File: src/rtl/core/gcht_pkg.sv
// Package for the allocation hash table: constants, request and status codes,
// and the command/status structs between controller and datapath. No dependencies.
package gcht_pkg;

  localparam int TABLE_DEPTH = 1024;
  localparam int IDX_W = $clog2(TABLE_DEPTH);
  localparam int CNT_W = IDX_W + 1;
  localparam logic [31:0] FNV_BASIS = 32'd2166136261;
  localparam logic [31:0] FNV_PRIME = 32'd16777619;
  localparam logic [CNT_W+1:0] LOAD_LIMIT = (CNT_W+2)'(3 * TABLE_DEPTH);

  // Entry record stored in the table memory: flags, size, address.
  localparam int ENT_W = 3 + 32 + 64;

  localparam logic [2:0] REQ_INSERT = 3'd0;
  localparam logic [2:0] REQ_LOOKUP = 3'd1;
  localparam logic [2:0] REQ_REMOVE = 3'd2;
  localparam logic [2:0] REQ_MARK   = 3'd3;
  localparam logic [2:0] REQ_SWEEP  = 3'd4;

  localparam logic [1:0] ST_OK    = 2'd0;
  localparam logic [1:0] ST_NFND  = 2'd1;
  localparam logic [1:0] ST_FULL  = 2'd2;
  localparam logic [1:0] ST_BADDR = 2'd3;

  localparam logic [0:0] CFG_GROW   = 1'd0;
  localparam logic [0:0] CFG_THRESH = 1'd1;

  localparam int FL_USE  = 0;
  localparam int FL_TOMB = 1;
  localparam int FL_MARK = 2;

  // Commands from the controller to the datapath.
  typedef struct packed {
    logic load_req;    // capture request, start hash
    logic hash_step;   // one FNV round
    logic probe_init;  // index := hash mod depth
    logic probe_next;  // index := index + 1
    logic sweep_init;  // index := 0
    logic rd_en;       // read entry at index
    logic eval;        // evaluate read data (probe step)
    logic commit;      // apply insert/remove/mark result
    logic sweep_eval;  // apply sweep step to read data
    logic thr_mul;     // compute threshold partial products
    logic thr_set;     // store next threshold
    logic clr_step;    // clearing pass write
    logic result;      // load output register
  } gcht_cmd_t;

  // Status from the datapath to the controller.
  typedef struct packed {
    logic [2:0] req;
    logic       addr_zero;
    logic       hit;        // live match at index
    logic       empty;      // unused, not tombstone
    logic       last_idx;   // index is the final one
    logic       probe_last; // probe step count done
    logic       mark_oob;   // mark out of range
  } gcht_sts_t;

endpackage

File: src/rtl/core/gcht_ctrl.sv
// Controller state machine for the allocation hash table.
// Depends on gcht_pkg.
module gcht_ctrl (
  input  logic                clk,
  input  logic                rst_n,
  input  logic                in_fire,
  input  logic                out_busy,
  input  gcht_pkg::gcht_sts_t sts,
  output logic                in_ready,
  output gcht_pkg::gcht_cmd_t cmd
);

  typedef enum logic [3:0] {
    S_CLEAR, S_IDLE, S_HASH, S_PINIT, S_READ, S_EVAL, S_COMMIT,
    S_SRD, S_SEVAL, S_TMUL, S_TSET, S_DONE
  } state_t;

  state_t state_r, state_nxt;
  logic [1:0] hcnt_r, hcnt_nxt;

  assign in_ready = (state_r == S_IDLE);

  // Next state and command decode.
  always_comb begin
    state_nxt = state_r;
    hcnt_nxt = hcnt_r;
    cmd = '0;
    case (state_r)
      S_CLEAR: begin
        cmd.clr_step = 1'b1;
        cmd.probe_next = 1'b1;
        if (sts.last_idx) state_nxt = S_IDLE;
      end
      S_IDLE: begin
        if (in_fire) begin
          cmd.load_req = 1'b1;
          hcnt_nxt = '0;
          state_nxt = S_HASH;
        end
      end
      S_HASH: begin
        if (sts.req == gcht_pkg::REQ_SWEEP) begin
          cmd.sweep_init = 1'b1;
          state_nxt = S_SRD;
        end else if (sts.req > gcht_pkg::REQ_SWEEP || sts.addr_zero
                     || sts.mark_oob) begin
          state_nxt = S_DONE;
        end else begin
          cmd.hash_step = 1'b1;
          hcnt_nxt = hcnt_r + 2'd1;
          if (hcnt_r == 2'd3) state_nxt = S_PINIT;
        end
      end
      S_PINIT: begin
        cmd.probe_init = 1'b1;
        state_nxt = S_READ;
      end
      S_READ: begin
        cmd.rd_en = 1'b1;
        state_nxt = S_EVAL;
      end
      S_EVAL: begin
        cmd.eval = 1'b1;
        if (sts.hit || sts.empty || sts.probe_last) begin
          state_nxt = S_COMMIT;
        end else begin
          cmd.probe_next = 1'b1;
          state_nxt = S_READ;
        end
      end
      S_COMMIT: begin
        cmd.commit = 1'b1;
        state_nxt = S_DONE;
      end
      S_SRD: begin
        cmd.rd_en = 1'b1;
        state_nxt = S_SEVAL;
      end
      S_SEVAL: begin
        cmd.sweep_eval = 1'b1;
        cmd.probe_next = 1'b1;
        state_nxt = sts.last_idx ? S_TMUL : S_SRD;
      end
      S_TMUL: begin
        cmd.thr_mul = 1'b1;
        state_nxt = S_TSET;
      end
      S_TSET: begin
        cmd.thr_set = 1'b1;
        state_nxt = S_DONE;
      end
      S_DONE: begin
        if (!out_busy) begin
          cmd.result = 1'b1;
          state_nxt = S_IDLE;
        end
      end
      default: state_nxt = S_IDLE;
    endcase
  end

  // State register.
  always_ff @(posedge clk) begin
    if (!rst_n) begin
      state_r <= S_CLEAR;
      hcnt_r <= '0;
    end else begin
      state_r <= state_nxt;
      hcnt_r <= hcnt_nxt;
    end
  end

endmodule

File: config.mk
export PLATFORM = sky130hd
export DESIGN_NAME = gcht_ctrl
export DESIGN_NICKNAME = d
export VERILOG_FILES = /design/src/rtl/core/gcht_pkg.sv /design/src/rtl/core/gcht_ctrl.sv
export SDC_FILE = /design/constraint.sdc
export NUM_CORES = 1
export LEC_CHECK = 0
export BUFFER_PORTS_ARGS = -buffer_cell sky130_fd_sc_hd__buf_2
export CORE_MARGIN = 4
export CORE_UTILIZATION = 41
export CTS_BUF_LIST = sky130_fd_sc_hd__clkbuf_8
export CTS_CLUSTER_DIAMETER = 40
export CTS_CLUSTER_SIZE = 14
export DETAILED_ROUTE_END_ITERATION = 10
export HOLD_SLACK_MARGIN = 0.15
export PLACE_DENSITY = 0.76
export SETUP_SLACK_MARGIN = 0.4
export SKIP_LAST_GASP = 1
export SYNTH_ARGS = -nofsm -noshare
export SYNTH_HDL_FRONTEND = slang
export SYNTH_SLANG_ARGS = --single-unit
File: constraint.sdc
create_clock -name clk -period 1.4 [get_ports clk]
set_input_delay 0.28 -clock clk [delete_from_list [all_inputs] [get_ports clk]]
set_output_delay 0.28 -clock clk [all_outputs]
set_load 0.1 [all_outputs]
==> out/metrics.csv, run 1 <==
metric;value;unit
synthFlopType;dfxtp_1;
status;aborted with a tool error;
ys_warns;0;
postSynthRegisterBits;6;
ys_seq_area_share;22.5;%
synth_fa_ha_area_share;2.34;%
netlist_area_before_placement;534;um2
dieHeight;44.1;um
yosysUniqueCellTypes;30;
synth-edff-count;0;
synthesized_netlist_cell_count;71;
yosys.area_share.xor_xnor;0;%
stop_stage;3_5_place_dp;
first-error;[ERROR DPL-0038] Utilization greater than 100%, impossible to legalize;
post_synth.cell_area_avg;7.52;um2
synth_fp_nets;85;
synth.area.mux_share;5.62;%
die_width;44.1;um
initial_utilization;45.6;%
post_synth_and_or_nand_nor_area_fraction;39.1;%
place_congestion;0.836;
placement_rows;12;
synth_top_family_by_area;simple AND/OR/NAND/NOR gates;
fraction_of_the_mapped_netlist_area_in_compound_gates;22.7;%
asyncSetResetFlopFracSynth;0;%
port-buffer-count;26;
io-pin-count;27;
-- kinds of logic after synthesis --
family | count (synthesis)
adder cells (fa/ha/maj) | 1
multiplexers | 3
AO/OA/AOI/OAI | 15
buffers and inverters | 8
flip-flops | 6
AND/OR/NAND/NOR | 38
-- per-stage QoR --
stage | cells | area, um2 | TNS, ns | setup slack (ns) | hold slack, ns
global placement | 137 | 1240 | -0.480 | -0.164 | 0.483
floorplan | 71 | 698 | -6.75 | -1.01 | 0.398
-- synthesized netlist by cell type (all sizes together), types with 2 or more instances --
| master | count | share of area [%] |
|---|---|---|
| and2 | 2 | 2.3 |
| a21oi | 3 | 2.8 |
| nand2 | 7 | 4.9 |
| nand2b | 3 | 3.5 |
| nor4b | 2 | 5.6 |
| nor3b | 2 | 2.8 |
| mux2i | 3 | 5.6 |
| nor2 | 11 | 7.7 |
| nor3 | 4 | 3.7 |
| o21ai | 2 | 1.9 |
| a22oi | 2 | 2.8 |
| buf | 4 | 4.9 |
| or3 | 2 | 2.3 |
| inv | 4 | 2.8 |
| dfxtp | 6 | 22 |
==> inputs of run 2 (changes only) <==
CORE_AREA = 4 4 65 67   (was unset)
CORE_MARGIN = unset   (was 4)
CORE_UTILIZATION = unset   (was 41)
CTS_BUF_LIST = unset   (was sky130_fd_sc_hd__clkbuf_8)
CTS_CLUSTER_DIAMETER = unset   (was 40)
CTS_CLUSTER_SIZE = unset   (was 14)
DIE_AREA = 0 0 69 71   (was unset)
HOLD_SLACK_MARGIN = unset   (was 0.15)
PLACE_DENSITY = unset   (was 0.76)
PLACE_DENSITY_LB_ADDON = 0.15   (was unset)
SETUP_SLACK_MARGIN = unset   (was 0.4)
clock period = 1.8 ns   (was 1.4 ns; I/O delays follow)
==> out/metrics.csv, run 2 <==
metric;value;unit;change
status;complete, no violations;;was aborted with a tool error
timing_hold_violations_final;0;;
place_hpwl;1490;um;
multi_input_comb_area;513;um2;
finish.net_count;124;;
r2r_setup_slk;0.23;ns;
grt_max_degree;10;;
synth_top_family_by_area;simple AND/OR/NAND/NOR gates;;unchanged
synth.most_common_cell;nor2_1;;unchanged
grt_antenna_before_repair;0;;
postLayoutSetupSlackWorst;0.0463;ns;
synth_fa_ha_area_share;2.34;%;unchanged
finalMaxSlewViolations;0;;
post-route-min-period;1.75;ns;
clockPowerShare;9.3;%;
net-switching-power;1210;uW;
core_box_area;0.00363;mm2;
yosys.area_share.xor_xnor;0;%;unchanged
report.final.setup_viol;0;;
cts_inserted_buffers;3;;
startpoint_type;register;;
grt_util_all_layers;7.92;%;
yosysUniqueCellTypes;30;;unchanged
min_path_type;primary input to register;;
post_synth.cell_area_avg;7.52;um2;unchanged
power_leakage;0.000448;uW;
max_slew_margin;74.1;%;
most_frequent_cells_in_the_layout;14 x buf_12, 12 x buf_2, 12 x buf_4;;
maxCapViolCount;0;;
cts_root_buffer;clkbuf_8;;
synth-edff-count;0;;unchanged
grt_setup_unrepaired;yes;;
share_seq_of_total_power;11.1;%;
final-instance-count-excl-fill;156;;
routed_wire_length_per_instance;11.2;um;
max_freq;570;MHz;
route.antenna.remaining_nets;0;;
dr.first_iter.drc_count;3;;
fraction_of_synthesized_cell_area_taken_by_the_top_area_cell_type;22.5;%;unchanged
grt-ovfl-total;0;;
max-clock-path-buffers;2;;
asyncSetResetFlopFracSynth;0;%;unchanged
drt-pass1-iter-count;4;;
p_comb_share;79.7;%;
synthFlopType;dfxtp_1;;unchanged
ys_seq_area_share;22.5;%;unchanged
yosys.area.top_type;dfxtp_1;;unchanged
synth_fp_nets;85;;unchanged
antennaDiodeCount;0;;
setup.worst_path.class;register to output port;;
netlist_top_cells_area;dfxtp_1 22%, nor2_1 7.7%, mux2i_1 5.6%, nor4b_2 5.6%, nand2_1 4.9%;;unchanged
worst_clock_skew;0.00576;ns;
grt_pass1_wl;3140;um;
synth.area.mux_share;5.62;%;unchanged
power_per_cell_area;1860;mW/mm2;
p_sw_share;54.5;%;
clk_latency;0.22;ns;
path_cells;or2b_1, o32ai_4, buf_12;;
die_width;69;um;was 44.1 um
fraction_of_the_mapped_netlist_area_in_compound_gates;22.7;%;unchanged
number_of_sinks_handled_by_clock_tree_synthesis;6;;
maximum_vdd_ir_drop;778;uV;
synth_common_cells;11 x nor2_1, 7 x nand2_1, 6 x dfxtp_1;;unchanged
post_synth_and_or_nand_nor_area_fraction;39.1;%;unchanged
layout-area-overhead-vs-synth;123;%;
dieHeight;71;um;was 44.1 um
clk_pin_slew_worst_paths;0.04;ns;
top_regs;state_r: 4 flops, hcnt_r: 2 flops;;
timing.critical_path.to_type;output port;;
cp_max_fo;8;;
place_congestion;0.782;;was 0.836
synthesized_netlist_cell_count;71;;unchanged
regMostFlops;state_r;;
nFillCells;385;;
layout_commonest_cell;buf_12;;
post_cts_hold_buffer_count;0;;
place_ws;0.0507;ns;
required;1.44;ns;
finalCoreUtilization;32.8;%;
largest_reg_flops;4;;
cts_max_level;1;;
timing_worst_slew_pin_value;0.388;ns;
grt_pass1_vias;684;;
io-pin-count;27;;unchanged
cts_tree;built;;
regArea;128;um2;
die_area;0.00490;mm2;
intPower;1010;uW;
layout_worst_path_cycle_share;97.4;%;
critical_path_arrival;1.39;ns;
worst_path_largest_cell_delay;0.38;ns;
postSynthRegisterBits;6;;unchanged
detail_route.drc_violations;0;;
vias_per_cell;4.13;;
dr_total_vias;645;;
ratio_of_cells_with_drive_above_1_in_the_final_layout;61.1;%;
ys_warns;0;;unchanged
worstPathBufferInverterCount;1;;
wl;1740;um;
initial_utilization;14.7;%;was 45.6%
worst_path_dominant_cell_family;flip-flops;;
port-buffer-count;26;;unchanged
placement_rows;22;;was 12
netlist_area_before_placement;534;um2;unchanged
critical-path-slowest-cell;dfxtp_4;;
placed_cells_incl_taps;151;;
==> run 2: cell counts after synthesis <==
Identical to the previous run, type by type.
==> run 2: stage by stage <==
step           hold WS (ns)  TNS (ns)  power [uW]  cell area (um2)
6_report              0.404         0        2210             1190
5_1_grt               0.418   -0.0405        2320             1190
4_1_cts               0.404   -0.0207        2230             1170
3_5_place_dp          0.500         0        1970             1120
3_3_place_gp          0.488         0        1960             1120
2_1_floorplan         0.470     -2.36        1460              686
==> run 2: final timing paths <==
path / from / end / cells after the start
min: rst_n / state_r[3]$_SDFFE_PN0P_ / 2
max: state_r[0]$_SDFFE_PN0P_ / cmd[9] / 3
min reg2reg: hcnt_r[1]$_SDFFE_PN0P_ / hcnt_r[1]$_SDFFE_PN0P_ / 2
max reg2reg: state_r[0]$_SDFFE_PN0P_ / state_r[1]$_SDFFE_PN0P_ / 6
==> run 2: timing repair <==
| action | CTS | global route |
|---|---|---|
| pin swaps | 0 | 2 |
| gates cloned | 0 | 0 |
| gates resized for setup | 6 | 1 |
| setup buffers | 0 | 2 |
| setup endpoints to repair | 10 | 3 |
==> run 2: final cells by class <==
type	instances	share of cell area, %
multi-input combinational	57	43.1
tap	48	5.04
clock buffer	3	3.47
inverter	4	1.58
timing repair buffer	38	36.1
sequential	6	10.7
==> run 2: logic make-up (layout without fill, tap and decap cells) <==
family          count (synthesis)  count (layout)
simple gates                   38              38
compound gates                 15              15
buf+inv                         8              45
flops                           6               6
mux                             3               3
fa+ha+maj                       1               1
==> run 2: power groups by stage <==
stage	Clock [uW]	Sequential, uW	Combinational, uW
5_1_grt	217	249	1850
3_5_place_dp	0	234	1740
2_1_floorplan	0	220	1240
4_1_cts	213	244	1770
3_3_place_gp	0	233	1730
6_report	205	245	1760
==> run 2: metal layers <==
metal | up-vias | global-route usage, % | routed length [um]
met1 | 291 | 8.25 | 726
met3 | 2 | 2.98 | 116
met4 | 0 | 3.90 | 19
li1 | 332 | - | -
met2 | 20 | 14.0 | 882
met5 | - | 0 | 0
==> run 2: worst reg2reg max path: cells and delay by family (launching register included) <==
| kind | cells | cell delay [ns] |
|---|---|---|
| AO/OA/AOI/OAI | 1 | 0.17 |
| buffers and inverters | 2 | 0.27 |
| flip-flops | 1 | 0.36 |
| multiplexers | 1 | 0.19 |
| AND/OR/NAND/NOR | 2 | 0.50 |
Note: power is estimated with default switching activity, not from simulation.
==> inputs of run 3 (changes only) <==
clock period = 2 ns   (was 1.8 ns; I/O delays follow)
==> out/metrics.csv, run 3 (same netlist as run 2, synthesis figures left out) <==
metric;value;unit;change
min_path_type;primary input to register;;unchanged
p_comb_share;77.0;%;was 79.7%
route.antenna.remaining_nets;0;;unchanged
intPower;828;uW;was 1010 uW
share_seq_of_total_power;13.2;%;was 11.1%
power_leakage;0.000422;uW;was 0.000448 uW
p_sw_share;55.6;%;was 54.5%
global_route.peak_usage_layer;met2;;unchanged
grt_util_all_layers;8.52;%;was 7.92%
routed_wire_length_per_instance;12.1;um;was 11.2 um
max_slew_margin;72.3;%;was 74.1%
post-route-min-period;1.90;ns;
timing.critical_path.to_type;output port;;unchanged
grt_util_met1;8.60;%;was 8.25%
layout-area-overhead-vs-synth;105;%;was 123%
grt_setup_unrepaired;no;;was yes
timing_hold_violations_final;0;;unchanged
final-instance-count-excl-fill;150;;was 156
max_freq;527;MHz;
layout_worst_path_cycle_share;94.9;%;
clockPowerShare;9.8;%;was 9.3%
critical_path_arrival;1.50;ns;was 1.39 ns
dr_total_vias;627;;was 645
die_area;0.00490;mm2;unchanged
timing_worst_slew_pin_value;0.416;ns;was 0.388 ns
net-switching-power;1040;uW;was 1210 uW
regMostFlops;state_r;;unchanged
place_hpwl;1510;um;was 1490 um
initial_utilization;14.7;%;unchanged
place_congestion;0.722;;was 0.782
clk_latency;0.22;ns;about the same
ratio_of_cells_with_drive_above_1_in_the_final_layout;51.0;%;was 61.1%
cp_max_fo;8;;unchanged
globalRouteMet2Util;14.9;%;was 14.0%
largest_reg_flops;4;;unchanged
drt-pass1-iter-count;3;;was 4
finalCoreUtilization;30.2;%;was 32.8%
port-buffer-count;26;;unchanged
cts_root_buffer;clkbuf_8;;unchanged
dr.first_iter.drc_count;17;;was 3
status;complete, no violations;;unchanged
maximum_vdd_ir_drop;583;uV;was 778 uV
power_per_cell_area;1700;mW/mm2;was 1860 mW/mm2
die_width;69;um;unchanged
layout_commonest_cell;buf_12;;unchanged
grt_antenna_before_repair;0;;unchanged
detail_route.drc_violations;0;;unchanged
grt.met3_usage;3.13;%;was 2.98%
cts_tree;built;;unchanged
report.final.setup_viol;0;;unchanged
cts_inserted_buffers;3;;unchanged
cts_max_level;1;;unchanged
max-clock-path-buffers;2;;unchanged
most_frequent_cells_in_the_layout;14 x buf_12, 12 x buf_2, 8 x nor2_1;;was 14 x buf_12, 12 x buf_2, 12 x buf_4
wl;1820;um;was 1740 um
placed_cells_incl_taps;147;;was 151
grt_max_degree;13;;was 10
clk_pin_slew_worst_paths;0.04;ns;about the same
required;1.60;ns;was 1.44 ns
maxCapViolCount;0;;unchanged
number_of_sinks_handled_by_clock_tree_synthesis;6;;unchanged
top_regs;state_r: 4 flops, hcnt_r: 2 flops;;unchanged
dieHeight;71;um;unchanged
startpoint_type;register;;unchanged
io-pin-count;27;;unchanged
finalMaxSlewViolations;0;;unchanged
worst_clock_skew;0.00350;ns;was 0.00576 ns
grt_pass1_wl;3290;um;was 3140 um
finish.net_count;118;;was 124
core_box_area;0.00363;mm2;unchanged
post_cts.repair.setup_buffers;0;;unchanged
grt_pass1_vias;674;;was 684
setup.worst_path.class;register to output port;;unchanged
antennaDiodeCount;0;;unchanged
vias_per_cell;4.18;;was 4.13
grt-ovfl-total;0;;unchanged
placement_rows;22;;unchanged
run 3: cell types whose count changed in the layout (fill, tap and decap cells not counted), sizes merged:
| cell | delta |
|---|---|
| buf | -6 |
| inv | +1 |
| clkinvlp | -1 |
run 3: final cells by class:
cell class	count	area [um2]
inverters	4	15.0
multi-input cells	57	473
clock buffers	3	41.3
fillers	391	2540
well taps	48	60.1
flip-flops and latches	6	123
repair buffers	32	385
run 3: worst paths after layout:
check	to	from	depth (start not counted)	slack, ns
worst max register to register	state_r[0]$_SDFFE_PN0P_	state_r[2]$_SDFFE_PN0P_	4	0.34
worst min register to register	hcnt_r[1]$_SDFFE_PN0P_	hcnt_r[1]$_SDFFE_PN0P_	2	0.51
worst max-delay path	cmd[9]	state_r[2]$_SDFFE_PN0P_	3	0.10
worst min-delay path	state_r[3]$_SDFFE_PN0P_	rst_n	2	0.46
run 3: power groups by stage:
| stage | combinational (uW) | clock [uW] | sequential [uW] |
|---|---|---|---|
| 2_1_floorplan | 1070 | 0 | 194 |
| 3_3_place_gp | 1450 | 0 | 246 |
| 3_5_place_dp | 1450 | 0 | 247 |
| 4_1_cts | 1460 | 195 | 248 |
| 5_1_grt | 1510 | 204 | 262 |
| 6_report | 1440 | 183 | 246 |
run 3: layer usage:
metal / up-vias / part of all wire (%)
li1: 318 / -
met1: 286 / 38
met2: 21 / 53
met3: 2 / 7.4
met4: 0 / 1.5
met5: - / 0
run 3: through the flow:
stage / TNS, ns / hold slack (ns) / total power (uW) / setup slack (ns) / cell area (um2)
floorplan: -2.34 / 0.470 / 1260 / -0.526 / 642
global placement: 0 / 0.488 / 1690 / 0.191 / 1050
detailed placement: 0 / 0.505 / 1700 / 0.160 / 1050
CTS: 0 / 0.453 / 1900 / 0.0751 / 1100
global route: 0 / 0.462 / 1980 / 0.000912 / 1100
finish: 0 / 0.459 / 1870 / 0.103 / 1100
run 3: what timing repair did:
item | in CTS | in global routing
hold buffers | 0 | 0
gates resized for setup | 2 | 0
setup endpoints to repair | 1 | 0
endpoints found under the hold margin | 0 | 0
run 3: critical path: stages (launching register included):
cell	delay, ns
dfxtp_1	0.53
nand2_2	0.24
o32ai_4	0.29
buf_12	0.21
